`config.mk`:
```
export PLATFORM = sky130hd
export DESIGN_NAME = led_bar_scanning_eye_top
export DESIGN_NICKNAME = d
export VERILOG_FILES = /design/src/sv/lbse_pkg.sv /design/src/sv/led_bar_scanning_eye_top.sv /design/src/sv/lbse_front.sv /design/src/sv/lbse_queue.sv /design/src/sv/lbse_back.sv
export SDC_FILE = /design/constraint.sdc
export NUM_CORES = 1
export LEC_CHECK = 0
export BUFFER_PORTS_ARGS = -buffer_cell sky130_fd_sc_hd__buf_2
export CAP_MARGIN = 20
export CORE_AREA = 2 2 231 233
export CTS_BUF_LIST = sky130_fd_sc_hd__clkbuf_16
export DETAILED_ROUTE_END_ITERATION = 8
export DIE_AREA = 0 0 233 235
export HOLD_SLACK_MARGIN = 0.02
export PLACE_DENSITY = 0.51
export SETUP_SLACK_MARGIN = 0.15
export SYNTH_ARGS = -nofsm -noshare
export SYNTH_HDL_FRONTEND = slang
export SYNTH_HIERARCHICAL = 1
export SYNTH_SLANG_ARGS = --single-unit
```
`constraint.sdc`:
```
create_clock -name clk_i -period 11.4 [get_ports clk_i]
set_clock_uncertainty 0.1 [all_clocks]
set_input_delay 2.28 -clock clk_i [delete_from_list [all_inputs] [get_ports clk_i]]
set_output_delay 2.28 -clock clk_i [all_outputs]
set_load 0.02 [all_outputs]
```
`src/sv/lbse_pkg.sv`:
```
// Shared types and constants of the LED bar scanning eye.
// Used by the front end, the tick queue, the render back end and the top level.
package lbse_pkg;

  localparam int unsigned NumLeds   = 9;
  localparam int unsigned NumParts  = 5;
  localparam int unsigned PosW      = 8;
  localparam int unsigned LevelW    = 7;
  localparam int unsigned FracW     = 4;
  localparam int unsigned CfgIndexW = 3;
  localparam int unsigned CfgDataW  = 8;
  localparam int unsigned InTdataW  = 8;
  localparam int unsigned OutTdataW = 72;

  // Position limits of the scan.
  localparam logic [PosW-1:0] ScanWrap    = 8'd240;
  localparam logic [PosW-1:0] SoftLimit   = 8'd224;
  localparam logic [PosW-1:0] SoftRestart = 8'd15;
  localparam logic [PosW-1:0] EyeOffset   = 8'd15;
  localparam logic [11:0]     LeftCenter  = 12'd127;
  localparam logic [PosW-1:0] PassBase    = 8'd10;
  localparam logic [PosW-1:0] LastLed     = 8'd8;
  localparam logic [PosW-1:0] TickReset   = 8'd254;

  typedef enum logic [CfgIndexW-1:0] {
    RegStepDivider = 3'd0,
    RegDoubleSpeed = 3'd1,
    RegSoftBounce  = 3'd2,
    RegLeftEnd     = 3'd3,
    RegRightEnd    = 3'd4
  } lbse_reg_e;

  typedef struct packed {
    logic [7:0] step_divider;
    logic       double_speed;
    logic       soft_bounce;
    logic       left_end;
    logic       right_end;
  } lbse_cfg_t;

  // One classified tick as it travels from the front end to the back end.
  typedef struct packed {
    logic is_step;
    logic button_pressed;
    logic start_from_left;
    logic start_from_right;
  } lbse_tick_t;

  typedef logic [LevelW-1:0] lbse_level_t;

  // Weight of each eye part; the last part only carries the trailing share.
  function automatic logic [2:0] part_weight(input int unsigned idx);
    logic [2:0] w;
    case (idx)
      0:       w = 3'd4;
      1:       w = 3'd2;
      2:       w = 3'd1;
      3:       w = 3'd1;
      default: w = 3'd0;
    endcase
    return w;
  endfunction

endpackage

```
`src/sv/led_bar_scanning_eye_top.sv`:
```
// Top level of the LED bar scanning eye: configuration registers and the
// front end, tick queue and back end. Depends on lbse_pkg and all lbse_ modules.
//
//   Channel   Direction  Handshake                      Payload
//   s_axis    in         s_axis_tvalid_i/s_axis_tready_o one tick: button and triggers
//   m_axis    out        m_axis_tvalid_o/m_axis_tready_i nine LED levels, hand-offs, running
//   cfg       in         cfg_valid_i/cfg_ready_o         register index and write data
//
// While the queue has room, one tick transaction is taken per clock, and while the
// receiver is ready, one result transaction leaves per clock. A tick is written into
// the queue, the render stage works on it as it leaves the queue, and the output
// register loads the result.
// Reset clears the prescaler to 254, the scan state, the LED levels and the queue,
// and loads the configuration defaults. A stalled output holds its result while the
// queue keeps taking ticks until it fills; the configuration port never stalls.
module led_bar_scanning_eye_top import lbse_pkg::*; #(
  parameter int unsigned QueueDepth = 2
) (
  input  logic                 clk_i,
  input  logic                 rst_ni,
  // Configuration write channel.
  input  logic                 cfg_valid_i,
  output logic                 cfg_ready_o,
  input  logic [CfgIndexW-1:0] cfg_index_i,
  input  logic [CfgDataW-1:0]  cfg_data_i,
  // Tick stream.
  input  logic                 s_axis_tvalid_i,
  output logic                 s_axis_tready_o,
  // Bits from low up: button_pressed, start_from_left, start_from_right, zero fill.
  input  logic [InTdataW-1:0]  s_axis_tdata_i,
  // Result stream.
  output logic                 m_axis_tvalid_o,
  input  logic                 m_axis_tready_i,
  // Bits from low up: bright_0 .. bright_8 (7 bits each), pass_right, pass_left,
  // running, zero fill.
  output logic [OutTdataW-1:0] m_axis_tdata_o
);

  lbse_cfg_t  cfg_q, cfg_d;
  logic       q_push;
  logic       q_full;
  logic       q_valid;
  logic       q_pop;
  lbse_tick_t q_in;
  lbse_tick_t q_out;

  // Always writable; software must write only while idle, which the block does not enforce.
  assign cfg_ready_o = 1'b1;

  always_comb begin
    cfg_d = cfg_q;
    if (cfg_valid_i) begin
      case (lbse_reg_e'(cfg_index_i))
        RegStepDivider: cfg_d.step_divider = cfg_data_i;
        RegDoubleSpeed: cfg_d.double_speed = cfg_data_i[0];
        RegSoftBounce:  cfg_d.soft_bounce  = cfg_data_i[0];
        RegLeftEnd:     cfg_d.left_end     = cfg_data_i[0];
        RegRightEnd:    cfg_d.right_end    = cfg_data_i[0];
        default:        cfg_d = cfg_q;
      endcase
    end
  end

  always_ff @(posedge clk_i or negedge rst_ni) begin
    if (!rst_ni) begin
      cfg_q.step_divider <= '0;
      cfg_q.double_speed <= 1'b1;
      cfg_q.soft_bounce  <= 1'b0;
      cfg_q.left_end     <= 1'b0;
      cfg_q.right_end    <= 1'b0;
    end else begin
      cfg_q <= cfg_d;
    end
  end

  // The front end tags each tick as an animation step or a hold tick.
  lbse_front u_front (
    .clk_i           (clk_i),
    .rst_ni          (rst_ni),
    .cfg_i           (cfg_q),
    .s_axis_tvalid_i (s_axis_tvalid_i),
    .s_axis_tready_o (s_axis_tready_o),
    .s_axis_tdata_i  (s_axis_tdata_i),
    .q_full_i        (q_full),
    .q_push_o        (q_push),
    .q_entry_o       (q_in)
  );

  // The queue lets the input side keep going while the output side stalls.
  lbse_queue #(
    .Depth (QueueDepth)
  ) u_queue (
    .clk_i   (clk_i),
    .rst_ni  (rst_ni),
    .push_i  (q_push),
    .entry_i (q_in),
    .full_o  (q_full),
    .valid_o (q_valid),
    .entry_o (q_out),
    .pop_i   (q_pop)
  );

  // The back end moves the eye, renders the LEDs and holds the result register.
  lbse_back u_back (
    .clk_i           (clk_i),
    .rst_ni          (rst_ni),
    .cfg_i           (cfg_q),
    .q_valid_i       (q_valid),
    .q_entry_i       (q_out),
    .q_pop_o         (q_pop),
    .m_axis_tvalid_o (m_axis_tvalid_o),
    .m_axis_tready_i (m_axis_tready_i),
    .m_axis_tdata_o  (m_axis_tdata_o)
  );

endmodule

```
`src/sv/lbse_front.sv`:
```
// Front end of the LED bar scanning eye: takes input transactions, runs the
// step prescaler and tags each tick as step or hold. Depends on lbse_pkg.
module lbse_front import lbse_pkg::*; (
  input  logic                clk_i,
  input  logic                rst_ni,
  input  lbse_cfg_t           cfg_i,
  input  logic                s_axis_tvalid_i,
  output logic                s_axis_tready_o,
  input  logic [InTdataW-1:0] s_axis_tdata_i,
  input  logic                q_full_i,
  output logic                q_push_o,
  output lbse_tick_t          q_entry_o
);

  logic [PosW-1:0] tick_count_q, tick_count_d;
  logic [PosW-1:0] tick_inc;
  logic            is_step;

  assign s_axis_tready_o = ~q_full_i;
  assign q_push_o        = s_axis_tvalid_i & ~q_full_i;

  always_comb begin
    tick_inc     = tick_count_q + 8'd1;
    is_step      = tick_inc > cfg_i.step_divider;
    tick_count_d = tick_count_q;
    if (q_push_o) begin
      tick_count_d = is_step ? '0 : tick_inc;
    end
  end

  always_comb begin
    q_entry_o.is_step          = is_step;
    q_entry_o.button_pressed   = s_axis_tdata_i[0];
    q_entry_o.start_from_left  = s_axis_tdata_i[1];
    q_entry_o.start_from_right = s_axis_tdata_i[2];
  end

  always_ff @(posedge clk_i or negedge rst_ni) begin
    if (!rst_ni) begin
      tick_count_q <= TickReset;
    end else begin
      tick_count_q <= tick_count_d;
    end
  end

endmodule

```
`src/sv/lbse_queue.sv`:
```
// Short queue of classified ticks between the front end and the back end.
// Depends on lbse_pkg for the entry type.
module lbse_queue import lbse_pkg::*; #(
  parameter int unsigned Depth = 2
) (
  input  logic       clk_i,
  input  logic       rst_ni,
  input  logic       push_i,
  input  lbse_tick_t entry_i,
  output logic       full_o,
  output logic       valid_o,
  output lbse_tick_t entry_o,
  input  logic       pop_i
);

  localparam int unsigned PtrW = (Depth > 1) ? $clog2(Depth) : 1;
  localparam int unsigned CntW = $clog2(Depth + 1);

  lbse_tick_t      slots_q [Depth];
  logic [PtrW-1:0] wr_ptr_q, wr_ptr_d;
  logic [PtrW-1:0] rd_ptr_q, rd_ptr_d;
  logic [CntW-1:0] count_q, count_d;
  logic            do_pop;

  assign full_o  = count_q == CntW'(Depth);
  assign valid_o = count_q != '0;
  assign entry_o = slots_q[rd_ptr_q];
  assign do_pop  = pop_i & valid_o;

  always_comb begin
    wr_ptr_d = wr_ptr_q;
    rd_ptr_d = rd_ptr_q;
    count_d  = count_q;
    if (push_i) begin
      wr_ptr_d = (wr_ptr_q == PtrW'(Depth - 1)) ? '0 : wr_ptr_q + 1'b1;
    end
    if (do_pop) begin
      rd_ptr_d = (rd_ptr_q == PtrW'(Depth - 1)) ? '0 : rd_ptr_q + 1'b1;
    end
    case ({push_i, do_pop})
      2'b10:   count_d = count_q + 1'b1;
      2'b01:   count_d = count_q - 1'b1;
      default: count_d = count_q;
    endcase
  end

  always_ff @(posedge clk_i) begin
    if (push_i) begin
      slots_q[wr_ptr_q] <= entry_i;
    end
  end

  always_ff @(posedge clk_i or negedge rst_ni) begin
    if (!rst_ni) begin
      wr_ptr_q <= '0;
      rd_ptr_q <= '0;
      count_q  <= '0;
    end else begin
      wr_ptr_q <= wr_ptr_d;
      rd_ptr_q <= rd_ptr_d;
      count_q  <= count_d;
    end
  end

endmodule

```
`src/sv/lbse_back.sv`:
```
// Back end of the LED bar scanning eye: scan state, eye render and the
// registered result stage. Depends on lbse_pkg.
module lbse_back import lbse_pkg::*; (
  input  logic                 clk_i,
  input  logic                 rst_ni,
  input  lbse_cfg_t            cfg_i,
  input  logic                 q_valid_i,
  input  lbse_tick_t           q_entry_i,
  output logic                 q_pop_o,
  output logic                 m_axis_tvalid_o,
  input  logic                 m_axis_tready_i,
  output logic [OutTdataW-1:0] m_axis_tdata_o
);

  // Scan state.
  logic [PosW-1:0] scan_position_q, scan_position_d;
  logic            moving_left_q, moving_left_d;
  logic            active_q, active_d;
  logic            started_once_q, started_once_d;
  lbse_level_t     levels_q [NumLeds];
  lbse_level_t     levels_d [NumLeds];

  // Result stage.
  logic            out_valid_q;
  lbse_level_t     bright_q [NumLeds];
  lbse_level_t     bright_d [NumLeds];
  logic            pass_right_q, pass_right_d;
  logic            pass_left_q, pass_left_d;
  logic            running_q;

  assign q_pop_o = q_valid_i & (~out_valid_q | m_axis_tready_i);

  always_comb begin
    logic                   act1, act2, ml1, ml2, ml3, soft1, soft2;
    logic [PosW-1:0]        pos_a, pos_b, pos_c, base, v;
    logic [11:0]            d;
    logic [FracW-1:0]       rw, mw;
    logic signed [PosW-1:0] m;
    logic [3:0]             loc [NumParts];
    logic                   lit [NumParts];
    lbse_level_t            contrib [NumParts];
    lbse_level_t            acc;
    logic                   pl;

    scan_position_d = scan_position_q;
    moving_left_d   = moving_left_q;
    active_d        = active_q;
    started_once_d  = started_once_q;
    levels_d        = levels_q;
    pass_right_d    = 1'b0;
    pass_left_d     = 1'b0;

    act1  = active_q;
    ml1   = moving_left_q;
    act2  = 1'b0;
    ml2   = 1'b0;
    ml3   = 1'b0;
    soft1 = 1'b0;
    soft2 = 1'b0;
    pos_a = '0;
    pos_b = '0;
    pos_c = '0;
    base  = '0;
    v     = '0;
    d     = '0;
    rw    = '0;
    mw    = '0;
    m     = '0;
    acc   = '0;
    pl    = 1'b0;
    for (int p = 0; p < NumParts; p++) begin
      loc[p]     = '0;
      lit[p]     = 1'b0;
      contrib[p] = '0;
    end

    if (q_entry_i.is_step) begin
      // Triggers are sampled on every step, running or not.
      if (q_entry_i.button_pressed && cfg_i.left_end && !started_once_q) begin
        act1           = 1'b1;
        started_once_d = 1'b1;
      end
      if (q_entry_i.start_from_left) begin
        ml1  = 1'b0;
        act1 = 1'b1;
      end
      if (q_entry_i.start_from_right) begin
        ml1  = 1'b1;
        act1 = 1'b1;
      end
      moving_left_d = ml1;
      active_d      = act1;

      if (act1) begin
        pos_a = scan_position_q + (cfg_i.double_speed ? 8'd2 : 8'd1);
        soft1 = cfg_i.soft_bounce &
                ((~ml1 & cfg_i.right_end) | (ml1 & cfg_i.left_end));
        if (soft1 && pos_a >= SoftLimit) begin
          pos_b = SoftRestart;
          ml2   = ~ml1;
        end else begin
          pos_b = pos_a;
          ml2   = ml1;
        end
        act2 = 1'b1;
        if (pos_b >= ScanWrap) begin
          // Reaching the far end reverses; an end that hands over stops.
          pos_c = '0;
          ml3   = ~ml2;
          act2  = ml2 ? cfg_i.left_end : cfg_i.right_end;
        end else begin
          pos_c = pos_b;
          ml3   = ml2;
        end

        // Base LED and the split of the eye between neighboring LEDs.
        if (!ml3) begin
          v    = EyeOffset + pos_c;
          base = {4'b0, v[7:4]};
          rw   = v[3:0];
          mw   = ~rw;
        end else begin
          d    = LeftCenter - {4'b0, pos_c};
          base = d[11:4];
          mw   = d[3:0];
          rw   = ~mw;
        end

        soft2 = cfg_i.soft_bounce &
                ((~ml3 & cfg_i.right_end) | (ml3 & cfg_i.left_end));

        for (int p = 0; p < NumParts; p++) begin
          m = ml3 ? $signed(base + 8'(p + 1)) : $signed(base - 8'(p + 1));
          if (soft2) begin
            // Parts that run past the bar end pile up on the end LED.
            if (!ml3 && m > $signed(LastLed)) m = $signed(LastLed);
            if (ml3 && m < 8'sd0) m = 8'sd0;
          end else if (m == -8'sd1 && ml3 && !cfg_i.left_end) begin
            pl = 1'b1;
          end
          lit[p] = (m >= 8'sd0) && (m <= $signed(LastLed));
          loc[p] = m[3:0];
        end

        for (int p = 0; p < NumParts; p++) begin
          contrib[p] = '0;
          if (p < NumParts - 1) begin
            contrib[p] = contrib[p] + 7'(part_weight(p)) * 7'(rw);
          end
          if (p > 0) begin
            contrib[p] = contrib[p] + 7'(part_weight(p - 1)) * 7'(mw);
          end
        end

        for (int j = 0; j < NumLeds; j++) begin
          acc = '0;
          for (int p = 0; p < NumParts; p++) begin
            if (lit[p] && loc[p] == 4'(j)) acc = acc + contrib[p];
          end
          levels_d[j] = acc;
        end

        scan_position_d = pos_c;
        moving_left_d   = ml3;
        active_d        = act2;
        pass_right_d    = (base == PassBase) & ~ml3 & ~cfg_i.right_end;
        pass_left_d     = pl;
      end
    end

    for (int j = 0; j < NumLeds; j++) begin
      bright_d[j] = active_d ? levels_d[j] : '0;
    end
  end

  always_ff @(posedge clk_i or negedge rst_ni) begin
    if (!rst_ni) begin
      scan_position_q <= '0;
      moving_left_q   <= 1'b0;
      active_q        <= 1'b0;
      started_once_q  <= 1'b0;
      out_valid_q     <= 1'b0;
      for (int j = 0; j < NumLeds; j++) begin
        levels_q[j] <= '0;
      end
    end else begin
      if (q_pop_o) begin
        scan_position_q <= scan_position_d;
        moving_left_q   <= moving_left_d;
        active_q        <= active_d;
        started_once_q  <= started_once_d;
        levels_q        <= levels_d;
        out_valid_q     <= 1'b1;
      end else if (m_axis_tready_i) begin
        out_valid_q <= 1'b0;
      end
    end
  end

  always_ff @(posedge clk_i) begin
    if (q_pop_o) begin
      bright_q     <= bright_d;
      pass_right_q <= pass_right_d;
      pass_left_q  <= pass_left_d;
      running_q    <= active_d;
    end
  end

  assign m_axis_tvalid_o = out_valid_q;

  always_comb begin
    m_axis_tdata_o = '0;
    for (int j = 0; j < NumLeds; j++) begin
      m_axis_tdata_o[j*LevelW +: LevelW] = bright_q[j];
    end
    m_axis_tdata_o[NumLeds*LevelW]     = pass_right_q;
    m_axis_tdata_o[NumLeds*LevelW + 1] = pass_left_q;
    m_axis_tdata_o[NumLeds*LevelW + 2] = running_q;
  end

  // The position never rests at or beyond the wrap point.
  a_pos_range: assert property (@(posedge clk_i) disable iff (!rst_ni)
    scan_position_q < ScanWrap)
    else $error("scan position out of range");

  // A hold tick leaves position and direction alone.
  a_hold_tick: assert property (@(posedge clk_i) disable iff (!rst_ni)
    q_pop_o && !q_entry_i.is_step |=> $stable(scan_position_q) && $stable(moving_left_q))
    else $error("hold tick moved the eye");

  // The button start is a one-shot until the next reset.
  a_started_once: assert property (@(posedge clk_i) disable iff (!rst_ni)
    !$fell(started_once_q))
    else $error("started flag cleared without reset");

  // Hand-off toward both neighbors at once cannot happen.
  a_single_pass: assert property (@(posedge clk_i) disable iff (!rst_ni)
    out_valid_q |-> !(pass_right_q && pass_left_q))
    else $error("hand-off pulsed in both directions");

  // A stopped unit shows no light.
  a_dark_when_stopped: assert property (@(posedge clk_i) disable iff (!rst_ni)
    out_valid_q && !running_q |-> m_axis_tdata_o[NumLeds*LevelW-1:0] == '0)
    else $error("stopped unit lit an LED");

endmodule

```
; ---- After elaboration in Yosys (flattened, before gate mapping)
; Memories as Yosys holds them, arrays and structs flattened.
; Index checks and enable logic that the tools add are counted.
[word_totals]
ramBits = 8
wordCells = 525
output_inout_bits = 75
register_bits = 165
inputBits = 24
mem_count = 1
[mem_list]
columns = name, words, width, rd, rd_ports_with_merged_regs, write_ports, line_no
row1 = u_queue.slots_q, 2, 4, 1, 0, 1, lbse_queue.sv:19  ; lbse_tick_t slots_q [Depth];
[op_classes]
mul = 6
reduce_logical = 94
mux = 234
magnitude_cmp = 23
eq_ne = 53
addsub = 57
n_bitwise = 22
[ops]
columns = cell, n
row1 = 2-to-1 mux 7 bit, 129
row2 = 2-to-1 mux 8 bit, 55
row3 = adder 7 bit, 39
row4 = 2-to-1 mux 63 bit, 2
row5 = equality test 4 x 3 -> 1 bit (second input constant), 20
row6 = logical AND 1 bit, 73
row7 = multiplier 3 x 4 -> 7 bit, 6
row8 = equality test 4 x 2 -> 1 bit (second input constant), 10
row9 = equality test 8 x 1 -> 1 bit (second input constant), 5
row10 = greater-or-equal comparator 8 x 1 -> 1 bit (second input constant), 5
row11 = greater-than comparator 8 x 5 -> 1 bit (second input constant), 5
row12 = <= comparator 8 x 5 -> 1 bit (second input constant), 5
row13 = less-than comparator 8 x 1 -> 1 bit (second input constant), 5
row14 = 2-to-1 mux 1 bit, 34
row15 = 2-to-1 mux 4 bit, 6
row16 = equality test 4 x 1 -> 1 bit (second input constant), 5
row17 = equality test 4 bit (second input constant), 5
row18 = zero test 4 bit, 5
row19 = 2-to-1 mux 3 bit, 6
row20 = adder 8 x 1 -> 8 bit (second input constant), 2
row21 = adder 8 x 2 -> 8 bit (second input constant), 2
row22 = adder 8 x 3 -> 8 bit (second input constant), 2
row23 = greater-or-equal comparator 8 bit (second input constant), 2
row24 = subtractor 8 x 2 -> 8 bit (second input constant), 2
row25 = 26 further kinds, 59

; ---- Logic depth before layout (Yosys ltp)
; Gate-level depths: netlist of the first run.
; An unclocked memory read counts as a cell.
[depth]
word_depth = 56
depth_mapped = 47
ltp_nobuf = 44

; ---- Modules after synthesis
; Netlist of the first run, hierarchy kept.
[by_module_without_submodules]
columns = module, cells_each, seq_area_each_um2, area_per_inst_um2, instances
row1 = lbse_back, 2003, 3858.7, 16856.2, 1
row2 = lbse_front, 90, 209.0, 790.8, 1
row3 = led_bar_scanning_eye_top, 31, 301.5, 515.5, 1
row4 = lbse_queue, 29, 340.3, 485.5, 1

; ---- Least setup slack after synthesis of the first run
; OpenSTA, ideal clock, no wires.
[synth_timing]
path_kind = flip-flop to flip-flop
from = register cfg_q[3] in the netlist's numbering
to = register u_back.bright_q, in the netlist u_back/m_axis_tdata_o[62], data pin
required_time_ns = 11.026
path_stages_with_launch = 36
setup_ns = 0.274
path_buffers = 1
t_arrival_ns = 9.054
synth_period_minus_slack_ns = 9.428
setup_slack_ns = 1.972
path_cell_list = dfstp_2 inv_1 ha_1 fa_1 buf_4 inv_1 nor3b_4 o22ai_1 nor2_1 o21ai_0 ha_1 o21ai_0 a21oi_1 nor3_1 inv_1 ha_1 ha_1 inv_1 fa_1 inv_1 o221ai_1 o41ai_1 ha_1 a21oi_1 xnor2_1 mux2i_1 inv_1 ha_1 inv_1 o21ai_0 and4_1 a21oi_1 or3b_1 a211oi_1 a211o_1 a31oi_1
[synth_via]
elab_chain_len = 51
word_cells_on_any_way = 181
cone_classes = add/sub: 20 / mul: 6 / order compare: 22 / eq/ne: 5 / mux: 98 / bitwise: 8 / reduce/logical: 22
[synth_rtl]
columns = element, line_no
row1 = start: declaration, led_bar_scanning_eye_top.sv:39  ; lbse_cfg_t cfg_q, cfg_d;
row2 = start signal: assignment, led_bar_scanning_eye_top.sv:72  ; cfg_q <= cfg_d;
row3 = 2-to-1 mux 2 bit (*), lbse_back.sv:95  ; pos_a = scan_position_q + (cfg_i.double_speed ? 8'd2 : 8'd1);
row4 = adder 8 bit (*), lbse_back.sv:95
row5 = greater-or-equal comparator 8 bit, lbse_back.sv:98  ; if (soft1 && pos_a >= SoftLimit) begin
row6 = logical AND 1 bit, lbse_back.sv:98
row7 = 2-to-1 mux 8 bit, lbse_back.sv:98
row8 = 2-to-1 mux 8 bit, lbse_back.sv:94  ; if (act1) begin
row9 = 2-to-1 mux 8 bit, lbse_back.sv:77  ; if (q_entry_i.is_step) begin
row10 = greater-or-equal comparator 8 bit, lbse_back.sv:106  ; if (pos_b >= ScanWrap) begin
row11 = [35 not listed], -
row12 = adder 7 bit, lbse_back.sv:158  ; if (lit[p] && loc[p] == 4'(j)) acc = acc + contrib[p];
row13 = 2-to-1 mux 7 bit, lbse_back.sv:158
row14 = 2-to-1 mux 7 bit, lbse_back.sv:94
row15 = 2-to-1 mux 7 bit, lbse_back.sv:77
row16 = adder 7 bit, lbse_back.sv:158
row17 = 2-to-1 mux 7 bit, lbse_back.sv:158
row18 = 2-to-1 mux 63 bit, lbse_back.sv:94
row19 = 2-to-1 mux 63 bit, lbse_back.sv:77
row20 = end signal: assignment, lbse_back.sv:202  ; bright_q <= bright_d;
row21 = end: declaration, lbse_back.sv:25  ; lbse_level_t bright_q [NumLeds];
; Mark *: on every way between the ends. The rest lies on a longest branch, timed or not. The select of a mux whose other input is x is not followed.
; A chain may end at the register's enable or synchronous reset.

; ---- Worst setup path in the final report of the first run
[layout_timing]
from = register cfg_q[3] in the netlist's numbering
to = register u_back.bright_q, in the netlist u_back/m_axis_tdata_o[6], data pin
; Same word-level chain as after synthesis.

==> results of run 1 <==
==> critical path, delay by kind of cell (launching register included) <==
family | cells | cell delay [ns]
buffers and inverters | 5 | 0.58
muxes | 2 | 0.50
DFF | 1 | 0.58
xor gates and xnor gates | 1 | 0.23
AOI/OAI and AO/OA | 13 | 2.79
and+or+nand+nor | 11 | 2.39
adders and majority gates | 9 | 3.12
==> stage by stage <==
step	util	std cells	instance area, µm²	hold WS [ns]
5_1_grt	0.392	2927	20500	0.391
4_1_cts	0.392	2925	20500	0.376
3_5_place_dp	0.381	2893	19900	0.357
6_report	0.392	2928	20500	0.371
2_1_floorplan	-	2158	18700	0.338
3_3_place_gp	0.381	2893	19900	0.353
==> layer usage <==
layer  track usage  vias to the layer above  part of all wire
met2         0.340                      450              0.44
met4        0.0770                        0             0.028
met5             0                        -                 0
met1         0.320                     7899              0.48
li1              -                     8040                 -
met3        0.0252                       92             0.049
==> final cells by class <==
type / instances / area (µm²)
Tap cell: 688 / 861
Sequential cell: 173 / 4710
Clock inverter: 15 / 139
Inverter: 113 / 424
Fill cell: 5293 / 31700
Multi-Input combinational cell: 1778 / 13100
Antenna cell: 1 / 2.50
Clock buffer: 17 / 425
Timing Repair Buffer: 143 / 858
==> Yosys cell counts, drive strengths merged, types with 31 or more instances <==
cell / number
nand2: 212
ha: 197
a21oi: 158
o21ai: 157
nor2: 145
inv: 112
dfrtp: 91
a21o: 89
xnor2: 81
edfxtp: 74
nor3: 61
xor2: 59
nand3: 58
clkbuf: 55
fa: 40
buf: 39
mux2: 36
nor2b: 35
nand4: 32
a31oi: 31
==> logic make-up (layout without fill, tap and decap cells) <==
| kind of cell | count (synthesis) | count (layout) | share of synthesized area |
|---|---|---|---|
| and+or+nand+nor | 684 | 684 | 0.186 |
| AOI/OAI and AO/OA | 645 | 645 | 0.235 |
| adders and majority gates | 237 | 237 | 0.175 |
| buffers and inverters | 207 | 288 | 0.0478 |
| DFF | 173 | 173 | 0.253 |
| xor gates and xnor gates | 140 | 140 | 0.0658 |
| muxes | 65 | 65 | 0.0375 |
| other | 2 | 8 | 0.000403 |
==> flip-flops by register name, indices dropped and copies added, names as in the netlist <==
signal and flops:
u_queue/rd_ptr_q 1, u_back/pass_right_q 1, u_queue/wr_ptr_q 1, u_front/tick_count_q 8
u_back/running_q 1, u_queue/count_q 2, u_back/moving_left_q 1, u_queue/slots_q 8
u_back/pass_left_q 1, cfg_q 12, u_back/scan_position_q 8, u_back/m_axis_tdata_o 63
u_back/active_q 1, u_back/m_axis_tvalid_o 1, u_back/started_once_q 1, u_back/levels_q 63
==> how the worst min path moves through the flow <==
stage	to	slack, ns	cells after the start
6_report	u_back/started_once_q$_DFFE_PN0P_	0.37	1
5_1_grt	u_back/levels_q[38]$_DFFE_PN0P_	0.39	2
4_1_cts	u_back/started_once_q$_DFFE_PN0P_	0.38	1
3_5_place_dp	u_back/started_once_q$_DFFE_PN0P_	0.36	1
3_3_place_gp	u_back/started_once_q$_DFFE_PN0P_	0.35	1
2_1_floorplan	u_back/started_once_q$_DFFE_PN0P_	0.34	1
==> cells in the final DEF (no fill, tap or decap), types with 8 or more instances in the layout <==
cell type	count
a211o_1	8
a211oi_1	12
a21o_1	89
a21oi_1	154
a22o_1	9
a31oi_1	29
and2_1	18
and3_1	17
buf_2	85
buf_4	57
clkbuf_16	17
dfrtp_1	91
dfstp_2	8
edfxtp_1	74
fa_1	40
ha_1	197
inv_1	111
mux2_2	36
mux2i_1	28
nand2_1	211
nand2b_1	19
nand3_1	53
nand4_1	32
nor2_1	139
nor2b_1	35
nor3_1	55
nor4_1	22
o211ai_1	12
o21a_1	9
o21ai_0	139
o21ai_1	17
o21bai_1	13
o221ai_1	15
o22ai_1	17
o31ai_1	20
or2_2	18
or3_1	8
xnor2_1	81
xor2_1	59
==> run_results.csv, run 1 <==
group,metric,value,unit
floorplan,start_util,0.357,
synth,synth_edf_count,74,
setup_path,r2r-start,"cfg_q[3]$_DFFE_PN1P_",
grt,grt_pass1_vias,15800,
synth,synth-main-ff-cell,"dfrtp_1",
clock_tree,cts_tree,"done",
grt,grt-ovfl-total,0,
clock_tree,cts-root-buf,"clkbuf_16",
sta,period_needed,10.50,ns
clock_tree,htree_levels,4,
floorplan,io_pins,99,
grt,grt_usage,0.221,
clock_tree,cts_hold_buf,0,
sta,timing.fmax,95.2,MHz
floorplan,die_w,233,µm
setup_path,endpoint_kind,"flop",
sta,tns,0,ns
clock_tree,path_clk_slew,0.07,ns
synth,synth_area_leader_cell,"ha_1",
place,port-buffer-count,86,
setup_path,cp_data_required_time,11.56,ns
floorplan,core.rowCount,84,
setup_path,cpMostUsedCell,"ha_1",
synth,synthArstFlopShare,0.572,
floorplan,dieArea,54800,µm²
detailed_routing,routed_via_density,5.63,
sta,fin_ws,0.899,ns
clock_tree,cts_sinks,173,
clock_tree,cts_resized,0,
sta,hold_viol,0,
synth,yosys-top-cells-area,"ha_1 (13%), dfrtp_1 (12%), edfxtp_1 (12%), fa_1 (4.3%), nand2_1 (4.3%)",
synth,ys_seq_area_frac,0.253,
setup_path,crit_fanout,10,
sta,finalCritPeriodShare,0.921,
clock_tree,clockBufferDepth,2,
setup_path,criticalPathCategory,"reg -> reg",
synth,synth_top_cell_area_share,0.132,
detailed_routing,wl_per_cell,20.5,µm
setup_path,critPathLaunchType,"flop",
outcome,status,"finished, final reports clean",
setup_path,crit_path_end,"u_back/m_axis_tdata_o[6]$_SDFFCE_PN0P_",
detailed_routing,ant_nets,0,
setup_path,reg2reg_to,"u_back/m_axis_tdata_o[6]$_SDFFCE_PN0P_",
setup_path,ff2ff_path_depth,41,
clock_tree,cts_buffers,17,
setup_path,arrival,10.66,ns
place,preCtsSetupSlack,1.11,ns
sta,slew_headroom,0.298,
worst_hold_path,min_path_type,"reg -> reg",
setup_path,reg2reg_setup_slack,0.90,ns
synth,synth_seq_cells,173,
detailed_routing,drc,0,
grt,antenna_found_initial,1,
place,dp_hpwl,46.7,mm
run,cap_violations,0,
detailed_routing,finalWirelength,60.2,mm
floorplan,floorplan.core_area,52200,µm²
sta,rsz0062_at_grt,"false",
layout,area_delta_synth_final,9.91,%
sta,slew_violations,0,
sta,tightest_slew,1.05,ns
layout,final_nets,2487,
worst_hold_path,min_from,"u_back/started_once_q$_DFFE_PN0P_",
setup_path,cp-startpoint,"cfg_q[3]$_DFFE_PN1P_",
synth,syn_inst,2153,
synth,synth.avg_cell_area,8.66,µm²
place,gp_congestion,0.925,
sta,setup_viol,0,
layout,layout-drive-gt1-share,0.142,
detailed_routing,drt_iter0_drc,1231,
grt,grt_pass1_wl,93.6,mm
floorplan,dieHeight,235,µm
synth,ys_types,123,
synth,yosysWarnings,6,
detailed_routing,first_pass_iters,5,
clock_tree,post-cts-setup-buffer-count,0,
clock_tree,clk-insertion-delay-late,0.47,ns
synth,syn_area,18600,µm²
setup_path,slowest_stage,"dfstp_2",
grt,grt_max_degree,74,
detailed_routing,via_count,16500,
setup_path,crit_path_max_incr_delay,0.58,ns
Power of run 1 is not shown: default switching activity piles up to over one toggle a cycle in this logic, so the estimate is an artifact.
==> run 2: changes to the inputs <==
Settings changed: CTS_BUF_LIST sky130_fd_sc_hd__clkbuf_16 to sky130_fd_sc_hd__clkbuf_8.
==> run_results.csv, run 2 (synthesized netlist as in run 1, its figures left out) <==
group,metric,value,unit
outcome,status,"finished, final reports clean",
clock_tree,cts_resized,0,
clock_tree,clockBufferDepth,2,
setup_path,crit_fanout,10,
grt,met2_usage,0.339,
place,preCtsSetupSlack,1.11,ns
detailed_routing,first_pass_iters,5,
clock_tree,cts_hold_buf,0,
detailed_routing,via_count,16500,
grt,grt_max_degree,74,
sta,setup_viol,0,
grt,use_met3,0.0271,
setup_path,cpMostUsedCell,"ha_1",
floorplan,dieHeight,235,µm
setup_path,cp_data_required_time,11.61,ns
floorplan,floorplan.core_area,52200,µm²
sta,tightest_slew,1.05,ns
layout,final_common_cell,"nand2_1",
clock_tree,htree_levels,4,
layout,final_nets,2487,
sta,rsz0062_at_grt,"false",
floorplan,die_w,233,µm
floorplan,io_pins,99,
setup_path,endpoint_kind,"flop",
floorplan,core.rowCount,84,
sta,fin_ws,0.948,ns
setup_path,crit_path_max_incr_delay,0.59,ns
setup_path,slowest_stage,"dfstp_2",
place,dp_hpwl,46.7,mm
floorplan,start_util,0.357,
layout,post_layout_nonfiller_instances,2929,
layout,layout-drive-gt1-share,0.142,
sta,hold_viol,0,
layout,area_delta_synth_final,8.90,%
setup_path,criticalPathCategory,"reg -> reg",
sta,period_needed,10.45,ns
sta,slew_violations,0,
layout,final_area,20300,µm²
setup_path,critPathLaunchType,"flop",
grt,use_met1,0.320,
place,gp_congestion,0.925,
clock_tree,cts_buffers,17,
grt,grt_usage,0.221,
grt,grt_pass1_wl,93.5,mm
clock_tree,clk-insertion-delay-late,0.53,ns
place,place_inst,2893,
setup_path,arrival,10.66,ns
grt,grt_busiest_layer,"met2",
detailed_routing,drt_iter0_drc,1151,
place,dpl_cell_area,19900,µm²
detailed_routing,finalWirelength,60.1,mm
detailed_routing,wl_per_cell,20.5,µm
sta,tns,0,ns
grt,antenna_found_initial,2,
clock_tree,cts_tree,"done",
detailed_routing,routed_via_density,5.64,
sta,finalCritPeriodShare,0.917,
layout,final_cell_mix,"nand2_1 (211), ha_1 (197), a21oi_1 (154)",
detailed_routing,ant_nets,0,
clock_tree,cts_sinks,173,
grt,grt_pass1_vias,15800,
run,cap_violations,0,
clock_tree,path_clk_slew,0.09,ns
place,port-buffer-count,86,
clock_tree,cts-root-buf,"clkbuf_8",
grt,grt-ovfl-total,0,
worst_hold_path,min_path_type,"reg -> reg",
clock_tree,post-cts-setup-buffer-count,0,
sta,timing.fmax,95.7,MHz
floorplan,dieArea,54800,µm²
detailed_routing,drc,0,
sta,slew_headroom,0.299,
==> run 2: cell count changes in the layout (fill, tap and decap cells not counted), sizes merged <==
cell,delta
diode,+1
==> run 2: final cells by class <==
type / instances / area (µm²)
sequential: 173 / 4710
clock buffer: 17 / 234
clock inverter: 15 / 139
multi-input combinational: 1778 / 13100
antenna: 2 / 5.00
fill: 5313 / 31900
timing repair buffer: 143 / 858
inverter: 113 / 424
tap: 688 / 861
==> run 2: through the flow <==
| stage | hold WS, ns | util |
|---|---|---|
| floorplan | 0.338 | - |
| global placement | 0.353 | 0.381 |
| detailed placement | 0.357 | 0.381 |
| CTS | 0.382 | 0.388 |
| global route | 0.398 | 0.389 |
| finish | 0.378 | 0.389 |
==> run 2: path summary, 6_finish.rpt <==
check	from	end	slack, ns	cells past startpoint
setup / recovery	cfg_q[3]$_DFFE_PN1P_	u_back/m_axis_tdata_o[6]$_SDFFCE_PN0P_	0.95	43
hold / removal	u_back/levels_q[38]$_DFFE_PN0P_	u_back/levels_q[38]$_DFFE_PN0P_	0.38	2
setup reg to reg	cfg_q[3]$_DFFE_PN1P_	u_back/m_axis_tdata_o[6]$_SDFFCE_PN0P_	0.95	43
max in group asynchronous	rst_ni	u_back/levels_q[23]$_DFFE_PN0P_	8.26	2
hold reg to reg	u_back/levels_q[38]$_DFFE_PN0P_	u_back/levels_q[38]$_DFFE_PN0P_	0.38	2
min in group asynchronous	rst_ni	u_back/scan_position_q[2]$_DFFE_PN0P_	1.64	1
==> run 2: worst max-delay path, delay by kind of cell (launching register included) <==
| family | cells | cell delay [ns] |
|---|---|---|
| xor+xnor | 1 | 0.23 |
| compound gates | 13 | 2.54 |
| flops | 1 | 0.59 |
| simple gates | 13 | 2.57 |
| buf+inv | 5 | 0.59 |
| fa+ha+maj | 9 | 3.10 |
| mux | 2 | 0.50 |
==> run 2: per-layer routing <==
layer,wire length (µm),part of all wire
met1,29000,0.48
met2,26500,0.44
met3,2950,0.049
met4,1560,0.026
met5,0,0
Power of run 2 is left out for the same reason.
